**src/csd_pkg.sv**
```systemverilog
// ----------------------------------------------------------------------------
// csd_pkg
// Shared widths, configuration types and pin rotation helpers for the
// capacitive scan decimator.
// ----------------------------------------------------------------------------
package csd_pkg;

  localparam int CHANNELS   = 4;
  localparam int MAX_PINS   = 32;
  localparam int SAMPLE_W   = 16;
  localparam int SUM_W      = 32;
  localparam int CNT_W      = 16;
  localparam int CAP_W      = 20;
  localparam int PIN_W      = 5;
  localparam int GPIO_W     = 6;
  localparam int OSR_W      = 5;
  localparam int MCC_W      = 16;
  localparam int PCNT_W     = 6;
  localparam int MAX_SHIFT  = 4;
  localparam int SHIFT_W    = 4;
  localparam int OSR_MIN    = 4;
  localparam int OSR_MAX    = 16;

  localparam int CFG_IDX_W  = 2;
  localparam int CFG_DATA_W = 16;

  localparam int QUEUE_DEPTH = 4;
  localparam int QPTR_W      = $clog2(QUEUE_DEPTH);
  localparam int QCNT_W      = $clog2(QUEUE_DEPTH + 1);

  localparam int IN_DATA_W  = CHANNELS * SAMPLE_W;
  localparam int OUT_DATA_W = 56;

  typedef enum logic [CFG_IDX_W-1:0] {
    CFG_OVERSAMPLE_LOG2  = 2'd0,
    CFG_MAX_CHARGE_COUNT = 2'd1,
    CFG_SENSE_PIN_COUNT  = 2'd2,
    CFG_SENSE_PIN_BASE   = 2'd3
  } cfg_idx_t;

  typedef struct packed {
    logic [OSR_W-1:0]  oversample_log2;
    logic [MCC_W-1:0]  max_charge_count;
    logic [PCNT_W-1:0] sense_pin_count;
    logic [PIN_W-1:0]  sense_pin_base;
  } cfg_t;

  localparam cfg_t CFG_RESET = '{
    oversample_log2:  OSR_W'(8),
    max_charge_count: MCC_W'(255),
    sense_pin_count:  PCNT_W'(4),
    sense_pin_base:   PIN_W'(0)
  };

  typedef struct packed {
    logic [CNT_W-1:0]                 count;
    logic [CHANNELS-1:0][SUM_W-1:0]   sums;
  } sum_row_t;

  typedef struct packed {
    logic [CHANNELS-1:0][SUM_W-1:0] sums;
  } acc_batch_t;

  typedef struct packed {
    logic [CHANNELS-1:0][PIN_W-1:0]  pins;
    logic [CHANNELS-1:0][CAP_W-1:0]  caps;
    logic [CHANNELS-1:0][GPIO_W-1:0] gpio;
  } res_batch_t;

  function automatic logic [OSR_W-1:0] eff_log2(input logic [OSR_W-1:0] v);
    logic [OSR_W-1:0] r;
    r = v;
    if (v < OSR_W'(OSR_MIN)) r = OSR_W'(OSR_MIN);
    if (v > OSR_W'(OSR_MAX)) r = OSR_W'(OSR_MAX);
    return r;
  endfunction

  function automatic logic [PCNT_W-1:0] eff_count(input logic [PCNT_W-1:0] v);
    logic [PCNT_W-1:0] r;
    r = v;
    if (v == '0) r = PCNT_W'(1);
    if (v > PCNT_W'(MAX_PINS)) r = PCNT_W'(MAX_PINS);
    return r;
  endfunction

  function automatic logic [PIN_W-1:0] next_pin(input logic [PIN_W-1:0] p,
                                                 input logic [PCNT_W-1:0] cnt);
    logic [PIN_W-1:0] r;
    r = p + PIN_W'(1);
    if ({1'b0, p} >= cnt - PCNT_W'(1)) r = '0;
    return r;
  endfunction

endpackage

```
**src/csd_accum.sv**
```systemverilog
// ----------------------------------------------------------------------------
// csd_accum
// Channel sum memory with read-modify-write update and batch end detection.
// ----------------------------------------------------------------------------
module csd_accum (
  input  logic                                        clk,
  input  logic                                        rst,
  input  logic                                        in_valid,
  input  logic [csd_pkg::CHANNELS-1:0][csd_pkg::SAMPLE_W-1:0] in_samples,
  input  csd_pkg::cfg_t                               cfg,
  output logic                                        batch_valid,
  output csd_pkg::acc_batch_t                         batch
);
  import csd_pkg::*;

  sum_row_t sum_mem [1];
  sum_row_t rd_row;
  sum_row_t fwd_row;
  sum_row_t cur_row;
  sum_row_t wr_row;

  logic                             s1_valid;
  logic [CHANNELS-1:0][SAMPLE_W-1:0] s1_samples;
  logic                             mem_valid;
  logic                             rd_valid;
  logic                             fwd_valid;

  logic [CHANNELS-1:0][SUM_W-1:0] sums_new;
  logic [CNT_W-1:0]               batch_lim;
  logic                           batch_end;

  always_ff @(posedge clk) begin
    rd_row <= sum_mem[0];
    if (s1_valid) begin
      sum_mem[0] <= wr_row;
    end
  end

  always_ff @(posedge clk) begin
    if (rst) begin
      s1_valid    <= 1'b0;
      mem_valid   <= 1'b0;
      rd_valid    <= 1'b0;
      fwd_valid   <= 1'b0;
      batch_valid <= 1'b0;
    end else begin
      s1_valid    <= in_valid;
      rd_valid    <= mem_valid;
      fwd_valid   <= s1_valid;
      batch_valid <= s1_valid && batch_end;
      if (s1_valid) begin
        mem_valid <= 1'b1;
      end
    end
  end

  always_ff @(posedge clk) begin
    s1_samples <= in_samples;
    fwd_row    <= wr_row;
    batch.sums <= sums_new;
  end

  always_comb begin
    if (fwd_valid) begin
      cur_row = fwd_row;
    end else if (rd_valid) begin
      cur_row = rd_row;
    end else begin
      cur_row = '0;
    end
    for (int i = 0; i < CHANNELS; i++) begin
      sums_new[i] = cur_row.sums[i] + SUM_W'(s1_samples[i]);
    end
    batch_lim = CNT_W'((17'(1) << eff_log2(cfg.oversample_log2)) - 17'(1));
    batch_end = cur_row.count >= batch_lim;
    if (batch_end) begin
      wr_row = '0;
    end else begin
      wr_row.count = cur_row.count + CNT_W'(1);
      wr_row.sums  = sums_new;
    end
  end

endmodule

```
**src/csd_reduce.sv**
```systemverilog
// ----------------------------------------------------------------------------
// csd_reduce
// Turns finished channel sums into readings and rotates the sensing pins.
// ----------------------------------------------------------------------------
module csd_reduce (
  input  logic                clk,
  input  logic                rst,
  input  logic                batch_valid,
  input  csd_pkg::acc_batch_t batch,
  input  csd_pkg::cfg_t       cfg,
  output logic                res_valid,
  output csd_pkg::res_batch_t res
);
  import csd_pkg::*;

  logic [PIN_W-1:0]   active_pin;
  logic [PIN_W-1:0]   active_pin_next;
  logic [PCNT_W-1:0]  pin_cnt;
  logic [SHIFT_W-1:0] shift;
  logic [SUM_W-1:0]   top;
  logic [SUM_W-1:0]   sub;
  logic [PIN_W-1:0]   p;
  res_batch_t         res_next;

  always_comb begin
    pin_cnt = eff_count(cfg.sense_pin_count);
    shift   = SHIFT_W'(eff_log2(cfg.oversample_log2) - OSR_W'(MAX_SHIFT));
    top     = SUM_W'({cfg.max_charge_count, 4'b0000});
    sub     = '0;
    p       = active_pin;
    for (int i = 0; i < CHANNELS; i++) begin
      sub = batch.sums[i] >> shift;
      res_next.caps[i] = (sub > top) ? '0 : CAP_W'(top - sub);
      res_next.pins[i] = p;
      p = next_pin(p, pin_cnt);
    end
    active_pin_next = p;
    for (int i = 0; i < CHANNELS; i++) begin
      res_next.gpio[i] = GPIO_W'(p) + GPIO_W'(cfg.sense_pin_base);
      p = next_pin(p, pin_cnt);
    end
  end

  always_ff @(posedge clk) begin
    if (rst) begin
      active_pin <= '0;
      res_valid  <= 1'b0;
    end else begin
      res_valid <= batch_valid;
      if (batch_valid) begin
        active_pin <= active_pin_next;
      end
    end
  end

  always_ff @(posedge clk) begin
    res <= res_next;
  end

endmodule

```
**src/csd_queue.sv**
```systemverilog
// ----------------------------------------------------------------------------
// csd_queue
// Result batch memory and serializer that sends one reading per word.
// ----------------------------------------------------------------------------
module csd_queue (
  input  logic                                clk,
  input  logic                                rst,
  input  logic                                wr_valid,
  input  csd_pkg::res_batch_t                 wr_batch,
  output logic                                space,
  output logic                                out_valid,
  input  logic                                out_ready,
  output logic [csd_pkg::OUT_DATA_W-1:0]      out_data,
  output logic                                out_last
);
  import csd_pkg::*;

  res_batch_t bq_mem [QUEUE_DEPTH];
  res_batch_t rd_data;
  res_batch_t ob;

  logic [QPTR_W-1:0] wr_ptr;
  logic [QPTR_W-1:0] rd_ptr;
  logic [QCNT_W-1:0] count;
  logic [QCNT_W-1:0] count_next;
  logic              ob_valid;
  logic              ld_pend;
  logic [1:0]        sel;
  logic              done;

  assign space     = count < QCNT_W'(QUEUE_DEPTH);
  assign out_valid = ob_valid;
  assign out_last  = sel == 2'(CHANNELS - 1);
  assign done      = ob_valid && out_ready && out_last;
  assign out_data  = OUT_DATA_W'({ob.gpio, ob.caps[sel], ob.pins[sel]});

  always_comb begin
    count_next = count;
    if (wr_valid) count_next = count_next + QCNT_W'(1);
    if (done)     count_next = count_next - QCNT_W'(1);
  end

  always_ff @(posedge clk) begin
    rd_data <= bq_mem[rd_ptr];
    if (wr_valid) begin
      bq_mem[wr_ptr] <= wr_batch;
    end
    if (ld_pend) begin
      ob <= rd_data;
    end
  end

  always_ff @(posedge clk) begin
    if (rst) begin
      wr_ptr   <= '0;
      rd_ptr   <= '0;
      count    <= '0;
      ob_valid <= 1'b0;
      ld_pend  <= 1'b0;
      sel      <= '0;
    end else begin
      count <= count_next;
      if (wr_valid) begin
        wr_ptr <= wr_ptr + QPTR_W'(1);
      end
      if (ld_pend) begin
        ob_valid <= 1'b1;
        ld_pend  <= 1'b0;
        sel      <= '0;
      end else if (!ob_valid && count != '0) begin
        ld_pend <= 1'b1;
      end
      if (done) begin
        ob_valid <= 1'b0;
        rd_ptr   <= rd_ptr + QPTR_W'(1);
      end else if (ob_valid && out_ready) begin
        sel <= sel + 2'd1;
      end
    end
  end

endmodule

```
**src/capacitive_scan_decimator.sv**
```systemverilog
// ----------------------------------------------------------------------------
// capacitive_scan_decimator
// Accumulate-and-dump decimator for a four-channel capacitive sensing scan.
// ----------------------------------------------------------------------------
// Takes one input word per clock, sustained. Words flagged fifo_empty are
// dropped. The four channel sums and the sample count sit in one row of a
// synchronous memory that is read every cycle and updated and written back
// for each kept word, with the last write forwarded to the next word. Once
// 2^oversample_log2 words are summed (exponent clamped to 4..16), the batch
// goes through a reading stage into a four-entry result queue, and four
// result words leave in channel order, one per cycle while the receiver is
// ready. Input stalls only when the result queue holds four batches.
// Configuration writes are registered and should be made while the block is idle.
// ----------------------------------------------------------------------------
module capacitive_scan_decimator (
  input  logic                                  clk,
  input  logic                                  rst,
  input  logic                                  cfg_we,
  input  logic [csd_pkg::CFG_IDX_W-1:0]         cfg_addr,
  input  logic [csd_pkg::CFG_DATA_W-1:0]        cfg_wdata,
  input  logic                                  s_axis_tvalid,
  output logic                                  s_axis_tready,
  // sample_a, sample_b, sample_c, sample_d
  input  logic [csd_pkg::IN_DATA_W-1:0]         s_axis_tdata,
  // fifo_empty
  input  logic                                  s_axis_tuser,
  output logic                                  m_axis_tvalid,
  input  logic                                  m_axis_tready,
  // pin_index, cap_value, next_gpio_a, next_gpio_b, next_gpio_c,
  // next_gpio_d, zero fill
  output logic [csd_pkg::OUT_DATA_W-1:0]        m_axis_tdata,
  output logic                                  m_axis_tlast
);
  import csd_pkg::*;

  cfg_t       cfg;
  logic       in_valid;
  logic       batch_valid;
  acc_batch_t batch;
  logic       res_valid;
  res_batch_t res;

  logic [CHANNELS-1:0][SAMPLE_W-1:0] in_samples;

  assign in_valid   = s_axis_tvalid && s_axis_tready && !s_axis_tuser;
  assign in_samples = s_axis_tdata;

  always_ff @(posedge clk) begin
    if (rst) begin
      cfg <= CFG_RESET;
    end else if (cfg_we) begin
      unique case (cfg_idx_t'(cfg_addr))
        CFG_OVERSAMPLE_LOG2:  cfg.oversample_log2  <= OSR_W'(cfg_wdata);
        CFG_MAX_CHARGE_COUNT: cfg.max_charge_count <= MCC_W'(cfg_wdata);
        CFG_SENSE_PIN_COUNT:  cfg.sense_pin_count  <= PCNT_W'(cfg_wdata);
        CFG_SENSE_PIN_BASE:   cfg.sense_pin_base   <= PIN_W'(cfg_wdata);
        default: ;
      endcase
    end
  end

  csd_accum u_accum (
    .clk         (clk),
    .rst         (rst),
    .in_valid    (in_valid),
    .in_samples  (in_samples),
    .cfg         (cfg),
    .batch_valid (batch_valid),
    .batch       (batch)
  );

  csd_reduce u_reduce (
    .clk         (clk),
    .rst         (rst),
    .batch_valid (batch_valid),
    .batch       (batch),
    .cfg         (cfg),
    .res_valid   (res_valid),
    .res         (res)
  );

  csd_queue u_queue (
    .clk       (clk),
    .rst       (rst),
    .wr_valid  (res_valid),
    .wr_batch  (res),
    .space     (s_axis_tready),
    .out_valid (m_axis_tvalid),
    .out_ready (m_axis_tready),
    .out_data  (m_axis_tdata),
    .out_last  (m_axis_tlast)
  );

endmodule

```
**config.mk**
```make
export PLATFORM = sky130hd
export DESIGN_NAME = capacitive_scan_decimator
export DESIGN_NICKNAME = d
export VERILOG_FILES = /design/src/csd_pkg.sv /design/src/csd_accum.sv /design/src/csd_reduce.sv /design/src/csd_queue.sv /design/src/capacitive_scan_decimator.sv
export SDC_FILE = /design/constraint.sdc
export NUM_CORES = 2
export LEC_CHECK = 0
export BUFFER_PORTS_ARGS = -buffer_cell sky130_fd_sc_hd__buf_2
export CAP_MARGIN = 20
export CORE_ASPECT_RATIO = 0.6
export CORE_MARGIN = 3
export CORE_UTILIZATION = 60
export CTS_CLUSTER_DIAMETER = 80
export CTS_CLUSTER_SIZE = 14
export DETAILED_ROUTE_END_ITERATION = 8
export MAX_ROUTING_LAYER = met4
export PLACE_DENSITY = 0.83
export SLEW_MARGIN = 20
export SYNTH_ARGS = -nofsm -noshare
export SYNTH_HDL_FRONTEND = slang
export SYNTH_SLANG_ARGS = --single-unit
```
**constraint.sdc**
```tcl
create_clock -name clk -period 35 [get_ports clk]
set_clock_uncertainty 0.15 [all_clocks]
set_input_delay 10.5 -clock clk [delete_from_list [all_inputs] [get_ports clk]]
set_output_delay 10.5 -clock clk [all_outputs]
set_load 0.1 [all_outputs]
```
==> reports/metrics.yaml <==
status:
  status: "finished, final reports clean"
cts:
  cts_max_level: 3
  cts_buffer_depth: 3
  cts_buffers: 120
  cts_num_sinks: 1546
  clk_pin_slew_worst_paths_ps: 70
  clock_latency_ps: 760
  cts_resized: 0
  cts_root_buffer: "clkbuf_16"
  postCtsHoldBufs: 0
  cts_tree: "done"
  post_cts_buffers: 0
detailed_routing:
  vias_per_cell: 6.128
  vias: 39060
  drtPass1Iterations: 6
  totalWireLength_um: 155000
  detail_route.wl_per_cell_um: 24.32
  drc_errors: 0
  drt_iter0_markers: 4730
  drtAntennaViolNets: 0
global_route:
  antenna_found_initial: 29
  track_usage_pct: 28.93
  grt_overflow: 0
  grt_pass1_vias: 37860
  grt_max_degree: 134
  grt_pass1_wl_um: 235000
yosys:
  yosysTopAreaCell: "edfxtp_1"
  synth-edff-count: 764
  avgSynthCellArea_um2: 13.19
  synth-warning-count: 0
  syn_area_um2: 62970
  async_reset_ff_share_pct: 0
  syn_inst: 4774
  synth_top_area_share_pct: 36.43
  yosysUniqueCellTypes: 99
  synthTopCellsByArea: "edfxtp_1, dfxtp_1, mux4_2"
  ys_seq_area_share_pct: 61.29
  ys.flop_type: "dfxtp_1"
  ys_ff_latch: 1546
critical_path:
  cp_top_family: "buffers and inverters"
  endpoint_kind: "primary output"
  arrival_ps: 2640
  critPathMaxStageDelay_ps: 620
  slowest_stage: "mux4_2"
  cp_max_fo: 25
  critPathBufInv: 2
  required_ps: 24350
  crit_type: "reg2out"
  startpoint_type: "register"
  crit_chain: "buf_4, mux4_2, buf_2"
sta:
  worst_pin_slew_ps: 1067
  hold_viol: 0
  setup_viol: 0
  period_needed_ps: 13290
  timing.hold.ws_ps: 148.6
  fin_crit_sh_pct: 37.97
  slew_violations: 0
  slew_headroom_pct: 28.84
  timing.fmax_mhz: 75.24
  rsz0062_at_grt: "false"
  final.setup.tns_ps: 0
floorplanning:
  core_um2: 103400
  rows: 91
  die_w_um: 424.2
  ios: 147
  die-area_um2: 109000
  initial_utilization_pct: 60.91
  die_h_um: 256.9
job:
  maxCapViolCount: 0
power:
  irDropWorstVdd_mv: 0.05809
  leakagePower_nw: 26.02
  total_power_mw: 4.025
  powerDensity_nw_per_um2: 58.87
cells_and_area:
  drive_gt1_share_pct: 11.27
  nets: 5235
  area_delta_synth_final_pct: 8.559
worst_hold_path:
  worstHoldPathType: "reg2reg"
placement:
  place.gp.congestion: 0.9624
  hpwl_um: 104200
  io_buffers: 139
[cells in the mapped netlist (all sizes together) (6+ instances only)]
library cell	number
dfxtp	782
edfxtp	764
nand2	300
nor2	282
ha	281
a21oi	207
mux2i	196
mux4	175
inv	165
and2	160
xnor2	151
o21ai	125
buf	118
clkbuf	115
nand3	97
xor2	80
a22o	78
a21o	77
a22oi	66
nor2b	49
nand2b	47
nor3	42
o21a	41
a31oi	38
and3	36
a211oi	32
nand4	24
nor4	22
o21bai	22
o211ai	19
or2	18
a211o	13
nor3b	13
mux2	11
or3	10
nand3b	9
fa	8
a31o	7
nor4b	7
a221oi	6
o2111ai	6
[cell type report]
cell class | count | area [um2]
antenna | 21 | 52.55
clock buffer | 217 | 3398
clock inverter | 5 | 87.58
fill | 7151 | 35020
inverter | 167 | 626.9
multi-input combinational | 2837 | 22760
sequential | 1546 | 38620
tap | 1395 | 1745
timing repair buffer | 186 | 1074
[layer usage]
layer / up-vias / wire [um] / global-route usage (%)
met1: 19280 / 69070 / 43.14
met3: 253 / 14550 / 5.503
met4: 0 / 3405 / 7.437
li1: 17590 / - / -
met2: 1930 / 67960 / 40.96
met5: - / 0 / -
[power breakdown]
part | switching, mW | internal [mW] | total (mW)
Clock | 0.624 | 0.652 | 1.28
Combinational | 0.388 | 0.221 | 0.609
Sequential | 0.0910 | 2.05 | 2.14
Total | 1.10 | 2.92 | 4.02
[layout by cell type, fill, tap and decap left out, drive strengths merged, types with 18 or more instances in the layout]
cell type / netlist / layout
xor2: 80 / 80
buf: 118 / 186
a211oi: 32 / 32
mux4: 175 / 175
nand4: 24 / 24
xnor2: 151 / 151
inv: 165 / 165
dfxtp: 782 / 782
a21o: 77 / 77
or2: 18 / 18
a22o: 78 / 78
nand2b: 47 / 47
a31oi: 38 / 38
edfxtp: 764 / 764
nor4: 22 / 22
o211ai: 19 / 19
ha: 281 / 281
diode: 0 / 21
nor2b: 49 / 49
and3: 36 / 36
nor3: 42 / 42
mux2i: 196 / 196
nand2: 300 / 300
clkbuf: 115 / 217
o21a: 41 / 41
and2: 160 / 160
o21ai: 125 / 125
nand3: 97 / 97
a21oi: 207 / 207
nor2: 282 / 282
o21bai: 22 / 22
a22oi: 66 / 66
[kinds of logic after synthesis]
logic type	count (synthesis)	synth area share [%]
multiplexers	382	9.577
adder cells (fa/ha/maj)	289	5.837
other	2	0.01193
buffers and inverters	400	2.716
AO/OA/AOI/OAI	790	8.446
flip-flops	1546	61.29
XOR/XNOR	232	3.250
AND/OR/NAND/NOR	1133	8.871
[metrics by stage]
stage                     cell area [um2]  utilization, %  std cells  setup slack [ps]
final                               68360           66.13       6374             21710
after global routing                68360           66.12       6371             20920
after CTS                           68310           66.07       6353             21660
after detailed placement            64820           62.70       6131             22440
after global placement              64820           62.70       6131             22530
after floorplan                     63010               -       4783             22190
[final timing paths]
check | start | end | slack, ps | depth (start not counted)
setup / recovery | u_queue.sel[0] | m_axis_tdata[16] | 21710 | 3
hold reg to reg | u_accum.sum_mem[0][10] | u_accum.rd_row[10] | 150 | 0
hold / removal | u_accum.sum_mem[0][10] | u_accum.rd_row[10] | 150 | 0
setup reg to reg | cfg[7] | u_reduce.res[23] | 21950 | 62
[state kept, by name (all words and copies together) (netlist names), 2 cells and up]
name                 count
cfg                     32
u_accum.batch          128
u_accum.fwd_row        144
u_accum.rd_row         144
u_accum.s1_samples      64
u_accum.sum_mem        144
u_queue.bq_mem         496
u_queue.count            3
u_queue.ob             100
u_queue.out_data        24
u_queue.rd_data        124
u_queue.rd_ptr           2
u_queue.sel              2
u_queue.wr_ptr           2
u_reduce.active_pin      5
u_reduce.res           124
No activity file was read; power rests on OpenSTA's default activity.
